<file path="src/rtl/core/ows_pkg.sv">
`timescale 1ns / 1ps
// Shared types and constants for the 1-wire slave command layer.
// No dependencies; imported by every module of the block.
package ows_pkg;

    localparam int CFG_INDEX_W = 2;
    localparam int CFG_DATA_W  = 64;

    localparam logic [CFG_INDEX_W-1:0] CFG_ROM_CODE     = 2'd0;
    localparam logic [CFG_INDEX_W-1:0] CFG_SCRATCH_DATA = 2'd1;
    localparam logic [CFG_INDEX_W-1:0] CFG_SENSOR_CODE  = 2'd2;
    localparam logic [CFG_INDEX_W-1:0] CFG_SENSOR_FAULT = 2'd3;

    // ROM layer commands
    localparam logic [7:0] CMD_READ_ROM   = 8'h33;
    localparam logic [7:0] CMD_SEARCH_ROM = 8'hF0;
    localparam logic [7:0] CMD_MATCH_ROM  = 8'h55;
    localparam logic [7:0] CMD_SKIP_ROM   = 8'hCC;
    // function layer commands
    localparam logic [7:0] CMD_CONVERT    = 8'h44;
    localparam logic [7:0] CMD_READ_SCR   = 8'hBE;

    // search sub-steps within one ROM bit
    localparam logic [1:0] SUB_SEND_BIT  = 2'd0;
    localparam logic [1:0] SUB_SEND_COMP = 2'd1;
    localparam logic [1:0] SUB_READ_DIR  = 2'd2;

    localparam int ROM_BITS     = 64;
    localparam int SCRATCH_BITS = 48;
    localparam int SENSOR_BITS  = 8;
    localparam int CMD_BITS     = 8;

    typedef struct packed {
        logic [63:0] rom_code;
        logic [47:0] scratch_data;
        logic [7:0]  sensor_code;
        logic        sensor_fault;
    } ows_cfg_t;

    typedef struct packed {
        logic slave_bit;
        logic presence;
        logic start_conversion;
    } ows_result_t;

endpackage

</file>
<file path="src/rtl/core/ows_cfg_regs.sv">
`timescale 1ns / 1ps
// Configuration register file of the 1-wire slave command layer.
// Depends on ows_pkg for register indexes and the config struct.
module ows_cfg_regs
    import ows_pkg::*;
(
    input  logic                   clk,
    input  logic                   rst_n,
    input  logic                   cfg_we,
    input  logic [CFG_INDEX_W-1:0] cfg_index,
    input  logic [CFG_DATA_W-1:0]  cfg_data,
    output ows_cfg_t               cfg
);

    ows_cfg_t cfg_reg;

    always_ff @(posedge clk or negedge rst_n)
    begin
        if (!rst_n)
        begin
            cfg_reg <= '0;
        end
        else if (cfg_we)
        begin
            unique case (cfg_index)
                CFG_ROM_CODE:     cfg_reg.rom_code     <= cfg_data;
                CFG_SCRATCH_DATA: cfg_reg.scratch_data <= cfg_data[47:0];
                CFG_SENSOR_CODE:  cfg_reg.sensor_code  <= cfg_data[7:0];
                CFG_SENSOR_FAULT: cfg_reg.sensor_fault <= cfg_data[0];
                default:          cfg_reg <= cfg_reg;
            endcase
        end
    end

    assign cfg = cfg_reg;

endmodule

</file>
<file path="src/rtl/core/ows_cmd_fsm.sv">
`timescale 1ns / 1ps
// ROM and function command sequencer: bus state plus the result of one event.
// Depends on ows_pkg for command codes, config and result structs.
module ows_cmd_fsm
    import ows_pkg::*;
(
    input  logic        clk,
    input  logic        rst_n,
    input  logic        advance,
    input  logic        cmd,
    input  logic        master_bit,
    input  ows_cfg_t    cfg,
    output ows_result_t res
);

    typedef enum logic [2:0] {
        PH_WAIT   = 3'd0,
        PH_ROMCMD = 3'd1,
        PH_READ   = 3'd2,
        PH_SEARCH = 3'd3,
        PH_MATCH  = 3'd4,
        PH_FUNC   = 3'd5,
        PH_SCRAT  = 3'd6
    } phase_t;

    phase_t      phase_reg,  phase_next;
    logic [7:0]  shift_reg,  shift_next;
    logic [6:0]  index_reg,  index_next;
    logic [1:0]  sub_reg,    sub_next;

    logic [6:0]  index_inc;
    logic [7:0]  shift_in;
    logic        rom_bit;
    logic        scr_bit;

    assign index_inc = index_reg + 7'd1;
    assign shift_in  = {master_bit, shift_reg[7:1]};
    assign rom_bit   = cfg.rom_code[index_reg[5:0]];
    // sensor byte index is index - 48, and 48 is a multiple of 8
    assign scr_bit   = (index_reg < 7'(SCRATCH_BITS)) ? cfg.scratch_data[index_reg[5:0]]
                                                       : cfg.sensor_code[index_reg[2:0]];

    always_comb
    begin
        phase_next           = phase_reg;
        shift_next           = shift_reg;
        index_next           = index_reg;
        sub_next             = sub_reg;
        res.slave_bit        = 1'b1;
        res.presence         = 1'b0;
        res.start_conversion = 1'b0;

        if (!cmd)
        begin
            res.presence = 1'b1;
            phase_next   = PH_ROMCMD;
            shift_next   = '0;
            index_next   = '0;
            sub_next     = '0;
        end
        else
        begin
            unique case (phase_reg)
                PH_ROMCMD:
                begin
                    shift_next = shift_in;
                    index_next = index_inc;
                    if (index_inc >= 7'(CMD_BITS))
                    begin
                        shift_next = '0;
                        index_next = '0;
                        sub_next   = '0;
                        case (shift_in)
                            CMD_READ_ROM:   phase_next = PH_READ;
                            CMD_SEARCH_ROM: phase_next = PH_SEARCH;
                            CMD_MATCH_ROM:  phase_next = PH_MATCH;
                            CMD_SKIP_ROM:   phase_next = PH_FUNC;
                            default:        phase_next = PH_WAIT;
                        endcase
                    end
                end
                PH_READ:
                begin
                    res.slave_bit = rom_bit;
                    index_next    = index_inc;
                    if (index_inc >= 7'(ROM_BITS))
                    begin
                        phase_next = PH_WAIT;
                        index_next = '0;
                    end
                end
                PH_SEARCH:
                begin
                    case (sub_reg)
                        SUB_SEND_BIT:
                        begin
                            res.slave_bit = rom_bit;
                            sub_next      = SUB_SEND_COMP;
                        end
                        SUB_SEND_COMP:
                        begin
                            res.slave_bit = ~rom_bit;
                            sub_next      = SUB_READ_DIR;
                        end
                        SUB_READ_DIR:
                        begin
                            sub_next = SUB_SEND_BIT;
                            if (master_bit != rom_bit || index_inc >= 7'(ROM_BITS))
                            begin
                                phase_next = PH_WAIT;
                                index_next = '0;
                            end
                            else
                            begin
                                index_next = index_inc;
                            end
                        end
                        default:
                        begin
                            phase_next = PH_WAIT;
                            index_next = '0;
                            sub_next   = '0;
                        end
                    endcase
                end
                PH_MATCH:
                begin
                    index_next = index_inc;
                    if (master_bit != rom_bit)
                    begin
                        phase_next = PH_WAIT;
                        index_next = '0;
                    end
                    else if (index_inc >= 7'(ROM_BITS))
                    begin
                        phase_next = PH_FUNC;
                        index_next = '0;
                    end
                end
                PH_FUNC:
                begin
                    shift_next = shift_in;
                    index_next = index_inc;
                    if (index_inc >= 7'(CMD_BITS))
                    begin
                        shift_next = '0;
                        index_next = '0;
                        sub_next   = '0;
                        if (shift_in == CMD_CONVERT)
                        begin
                            res.start_conversion = 1'b1;
                            phase_next           = PH_WAIT;
                        end
                        else if (shift_in == CMD_READ_SCR && !cfg.sensor_fault)
                        begin
                            phase_next = PH_SCRAT;
                        end
                        else
                        begin
                            phase_next = PH_WAIT;
                        end
                    end
                end
                PH_SCRAT:
                begin
                    res.slave_bit = scr_bit;
                    index_next    = index_inc;
                    if (index_inc >= 7'(SCRATCH_BITS + SENSOR_BITS))
                    begin
                        phase_next = PH_WAIT;
                        index_next = '0;
                    end
                end
                default:
                begin
                    // waiting for reset, or an unused code: park and release the line
                    phase_next = PH_WAIT;
                    shift_next = '0;
                    index_next = '0;
                    sub_next   = '0;
                end
            endcase
        end
    end

    always_ff @(posedge clk or negedge rst_n)
    begin
        if (!rst_n)
        begin
            phase_reg <= PH_WAIT;
            shift_reg <= '0;
            index_reg <= '0;
            sub_reg   <= '0;
        end
        else if (advance)
        begin
            phase_reg <= phase_next;
            shift_reg <= shift_next;
            index_reg <= index_next;
            sub_reg   <= sub_next;
        end
    end

    a_reset_restarts: assert property (@(posedge clk) disable iff (!rst_n)
        advance && !cmd |=> phase_reg == PH_ROMCMD && index_reg == 7'd0)
        else $error("reset event did not restart ROM command reception");

    a_conv_from_func: assert property (@(posedge clk) disable iff (!rst_n)
        advance && res.start_conversion |-> phase_reg == PH_FUNC && cmd)
        else $error("start_conversion outside the function phase");

    a_drive_only_sending: assert property (@(posedge clk) disable iff (!rst_n)
        advance && !res.slave_bit |->
            (phase_reg == PH_READ || phase_reg == PH_SEARCH || phase_reg == PH_SCRAT))
        else $error("line pulled low while not sending");

    a_index_bound: assert property (@(posedge clk) disable iff (!rst_n)
        index_reg < 7'(ROM_BITS))
        else $error("bit counter overran the ROM length");

    a_sub_legal: assert property (@(posedge clk) disable iff (!rst_n)
        sub_reg != 2'd3)
        else $error("search sub-step left its range");

endmodule

</file>
<file path="src/rtl/core/onewire_slave_command_layer.sv">
`timescale 1ns / 1ps
// 1-wire slave ROM/function command layer: input stage, sequencer, result stage.
// Depends on ows_pkg, ows_cfg_regs and ows_cmd_fsm.
//
// Usage:
//   Input channel (in_valid / in_stall) carries one bus event per beat:
//   cmd = 0 for a reset pulse, cmd = 1 for one time slot with master_bit.
//   Output channel (out_valid / out_stall) returns exactly one result beat per
//   event: slave_bit (0 pulls the line low), presence, start_conversion.
//   A beat moves at a rising edge with valid high and stall low.
//   Path: an accepted event waits in the input register, passes the
//   combinational sequencer and is presented from the result register.
//   Throughput: one event per cycle while out_stall is low, set by the
//   combinational sequencer between the two registers.
//   When out_stall is held, the result register holds and one more event
//   waits in the input register; in_stall then rises until the result moves.
//   Configuration: cfg_we writes cfg_data to register cfg_index (0 rom_code,
//   1 scratch_data, 2 sensor_code, 3 sensor_fault); write only while idle.
//   Reset clears both valid flags, the configuration registers and the
//   sequencer state, and leaves the bus sequencer waiting for a reset pulse.
module onewire_slave_command_layer
    import ows_pkg::*;
(
    input  logic                   clk,
    input  logic                   rst_n,
    input  logic                   cfg_we,
    input  logic [CFG_INDEX_W-1:0] cfg_index,
    input  logic [CFG_DATA_W-1:0]  cfg_data,
    input  logic                   in_valid,
    output logic                   in_stall,
    input  logic                   cmd,
    input  logic                   master_bit,
    output logic                   out_valid,
    input  logic                   out_stall,
    output logic                   slave_bit,
    output logic                   presence,
    output logic                   start_conversion
);

    ows_cfg_t    cfg;
    ows_result_t res;

    logic        in_vld_reg;
    logic        cmd_reg;
    logic        mb_reg;
    logic        out_vld_reg;
    ows_result_t out_reg;
    logic        advance;
    logic        in_take;

    assign advance  = in_vld_reg && (!out_vld_reg || !out_stall);
    assign in_stall = in_vld_reg && !advance;
    assign in_take  = in_valid && !in_stall;

    ows_cfg_regs u_cfg (
        .clk       (clk),
        .rst_n     (rst_n),
        .cfg_we    (cfg_we),
        .cfg_index (cfg_index),
        .cfg_data  (cfg_data),
        .cfg       (cfg)
    );

    ows_cmd_fsm u_fsm (
        .clk        (clk),
        .rst_n      (rst_n),
        .advance    (advance),
        .cmd        (cmd_reg),
        .master_bit (mb_reg),
        .cfg        (cfg),
        .res        (res)
    );

    always_ff @(posedge clk or negedge rst_n)
    begin
        if (!rst_n)
        begin
            in_vld_reg <= 1'b0;
        end
        else if (in_take)
        begin
            in_vld_reg <= 1'b1;
        end
        else if (advance)
        begin
            in_vld_reg <= 1'b0;
        end
    end

    always_ff @(posedge clk)
    begin
        if (in_take)
        begin
            cmd_reg <= cmd;
            mb_reg  <= master_bit;
        end
    end

    always_ff @(posedge clk or negedge rst_n)
    begin
        if (!rst_n)
        begin
            out_vld_reg <= 1'b0;
        end
        else if (advance)
        begin
            out_vld_reg <= 1'b1;
        end
        else if (!out_stall)
        begin
            out_vld_reg <= 1'b0;
        end
    end

    always_ff @(posedge clk)
    begin
        if (advance)
        begin
            out_reg <= res;
        end
    end

    assign out_valid        = out_vld_reg;
    assign slave_bit        = out_reg.slave_bit;
    assign presence         = out_reg.presence;
    assign start_conversion = out_reg.start_conversion;

endmodule

</file>
<file path="config.mk">
export PLATFORM = sky130hd
export DESIGN_NAME = onewire_slave_command_layer
export DESIGN_NICKNAME = d
export VERILOG_FILES = /design/src/rtl/core/ows_pkg.sv /design/src/rtl/core/ows_cfg_regs.sv /design/src/rtl/core/ows_cmd_fsm.sv /design/src/rtl/core/onewire_slave_command_layer.sv
export SDC_FILE = /design/constraint.sdc
export NUM_CORES = 1
export LEC_CHECK = 0
export BUFFER_PORTS_ARGS = -buffer_cell sky130_fd_sc_hd__buf_2
export CAP_MARGIN = 20
export CORE_ASPECT_RATIO = 1.25
export CORE_UTILIZATION = 40
export CTS_BUF_LIST = sky130_fd_sc_hd__clkbuf_4 sky130_fd_sc_hd__clkbuf_8
export DETAILED_ROUTE_END_ITERATION = 8
export SLEW_MARGIN = 5
export SYNTH_ARGS = -nofsm -noshare
export SYNTH_HDL_FRONTEND = slang
export SYNTH_SLANG_ARGS = --single-unit
export TNS_END_PERCENT = 5
</file>
<file path="constraint.sdc">
create_clock -name clk -period 4.2 [get_ports clk]
set_input_delay 1.05 -clock clk [delete_from_list [all_inputs] [get_ports clk]]
set_output_delay 1.05 -clock clk [all_outputs]
set_load 0.01 [all_outputs]
</file>
==> metrics <==
RSZ-0062 raised after global routing=no; CP Launch Type=register; library cells used by synthesis=58; critical path depth=10; I/O pin count=78; Final #Nets=662; class of the worst hold path=reg -> reg; Starting Density=between 40% and 50%; CP delay by family, top=compound AO/OA/AOI/OAI gates; Die Width=around 120 um; CTS tree=yes; clk sink count=147; commonest non-fill, non-tap cell in the layout=dfrtp_1; most frequent cells in the layout=dfrtp_1 (141), mux2_2 (132), buf_2 (76); H-tree depth=4; Peak supply drop=221 uV; max_cap viols=0; relative slew slack=37.9%; max reg flops=121; # Post-CTS Setup Buffers=0; Die H=151 um; core box area=17,400 um2; Final Hold Vio Count=0; Reg2Reg Depth=10; post-synthesis instance area=just over 7000 um2; crit path buf inv count=1; fraction of registers with async set/reset=96.6%; vias per std cell=5.52; remaining antenna violation count after routing=0; Seq/Total Area, Yosys=around half; Post-CTS Resized=0; Clk pin slew, worst setup/hold paths=0.07 ns; Clock Root Buffer=clkbuf_8; CP max stage delay=0.68 ns; Clock Tree Buf Depth=2; Syn Nets=slightly below 600; CP Class=reg -> reg; die area=~18,000 um2; fmax=314 MHz; vias in the first global route=roughly 4,700; P&R area growth vs syn=15.0%; hold path cells=1; post-route cell area=between 8000 and 9000 um2; #FFs+latches synth=147; Routed WL per cell=18.1 um; Tmin final=3.18 ns; Min Hold Slack=roughly 0.48 ns; total negative setup slack=0 ns; Clock Latency Late Sink=0.45 ns; Syn. warnings=0; peak fanout along the critical path=17; via count=4,551; Setup-failing EPs final=0; global-route usage over all layers=17.7%; Synth Instances=516; drc violations=0; total CTS buffers=17; cells along the critical path=buf_4, mux4_2, nor2_1, a21oi_1, a21oi_1, o31a_1, nor2_2, a21o_1, o21a_1, mux2_2; crit path DAT=roughly 3.5 ns; Post-Route WL=14,900 um; crit path capture type=register; Pwr Density=approximately 500 nW/um2; initial antenna violation count=0; Port Buf Inserts=77; Static Leak=3.42 nW; actual slew at the worst max-slew pin=0.924 ns; Iteration-0 DRC Markers=242; Final HPWL DP=10,500 um; Worst Skew=0.00912 ns; Critical Path Slowest Stage Cell=dfrtp_2; GPL Wtd Cong=between 0.8 and 0.9; period utilization=75.8%; grt ovf=0; # diodes=0; count of flip-flops with a built-in enable after synthesis=5; first-pass GRT wire length=24,700 um; Synth Area per Inst=13.8 um2; critical path required time=4.54 ns; largest net degree at the start of global routing=76; Main synth FF type=dfrtp_1; Worst path most repeated cell=a21oi_1; # hold bufs at CTS=0; Placed Area=7730 um2; row count=54; layout cells sized above 1=between 40% and 50%; status=finished, final reports clean; DR pass1 iterations=4; max-slew violation count=0
routing by layer:
| layer | share of wire, % | track usage (%) | routed length (um) |
|---|---|---|---|
| met1 | 44 | 22.5 | 6540 |
| met2 | 51 | 29.6 | 7650 |
| met3 | 3.4 | 3.92 | 505 |
| met4 | 1.6 | 5.93 | 242 |
| met5 | 0 | 0 | 0 |
path summary, 6_finish.rpt:
| kind | startpoint | end | slack (ns) |
|---|---|---|---|
| worst max register to register | u_fsm.index_reg[1]$_DFFE_PN0P_ | u_fsm.index_reg[0]$_DFFE_PN0P_ | 1.02 |
| worst min-delay path | in_vld_reg$_DFFE_PN0P_ | out_valid$_DFFE_PN0P_ | 0.48 |
| max in group asynchronous | rst_n | u_fsm.sub_reg[0]$_DFFE_PN0P_ | 2.76 |
| worst max-delay path | u_fsm.index_reg[1]$_DFFE_PN0P_ | u_fsm.index_reg[0]$_DFFE_PN0P_ | 1.02 |
| worst min register to register | in_vld_reg$_DFFE_PN0P_ | out_valid$_DFFE_PN0P_ | 0.48 |
| min in group asynchronous | rst_n | u_cfg.cfg[0]$_DFFE_PN0P_ | 0.59 |
report_power, final:
group          total, W  internal [W]  switching (W)  leakage [nW]
clock network   0.00123      0.000695       0.000538         0.225
logic          0.000984      0.000560       0.000424          1.44
registers       0.00186       0.00167       0.000193          1.76
synthesized netlist by cell type, drive strengths merged, types with 2 or more instances:
cell type | count | area share, %
a21o | 2 | 0.21
a21oi | 9 | 0.63
a22o | 9 | 1.1
a311oi | 3 | 0.61
a31o | 2 | 0.25
and2 | 4 | 0.35
and3 | 4 | 0.35
and3b | 2 | 0.25
buf | 10 | 1.0
clkbuf | 24 | 1.3
dfrtp | 142 | 50
edfxtp | 5 | 2.1
ha | 2 | 0.35
inv | 6 | 0.32
mux2 | 132 | 21
mux2i | 11 | 1.5
mux4 | 27 | 8.6
nand2 | 17 | 0.89
nand2b | 6 | 0.53
nand3 | 13 | 0.91
nand3b | 3 | 0.32
nor2 | 17 | 0.93
nor2b | 4 | 0.35
nor3 | 11 | 0.77
nor3b | 5 | 0.53
nor4 | 5 | 0.65
nor4b | 2 | 0.25
nor4bb | 3 | 0.42
o2111ai | 5 | 0.61
o21a | 3 | 0.32
o21ai | 9 | 0.63
o22ai | 3 | 0.26
worst register-to-register path, delay by kind of cell, from the launching register on:
kind / cells / cell delay (ns)
mux: 2 / 0.77
flops: 1 / 0.68
compound gates: 5 / 1.19
buf+inv: 1 / 0.26
simple gates: 2 / 0.19
layout make-up:
type	count	area, um2
clock buffers	20	275
repair buffers	86	492
flip-flops and latches	147	3700
multi-input cells	329	3260
clock inverters	12	178
well taps	224	280
fillers	1593	9220
inverters	6	22.5
per-stage QoR:
step,power (W),utilization (%),cells,setup slack (ns)
after floorplan,0.00260,-,516,1.35
after global placement,0.00286,44.3,791,0.996
after detailed placement,0.00289,44.3,791,0.895
after CTS,0.00413,46.9,823,0.890
after global routing,0.00431,47.1,824,0.784
final,0.00408,47.1,824,1.02
cell families (layout without fill, tap and decap cells):
family                   after synthesis  after routing  share of synthesized area [%]
buffers and inverters                 40            124                           2.59
AO/OA/AOI/OAI                         59             59                           6.59
adder cells (fa/ha/maj)                2              2                          0.350
multiplexers                         170            170                           30.9
AND/OR/NAND/NOR                       97             97                           7.57
XOR/XNOR                               1              1                          0.123
flip-flops                           147            147                           51.9
Note: power is estimated with default switching activity, not from simulation.
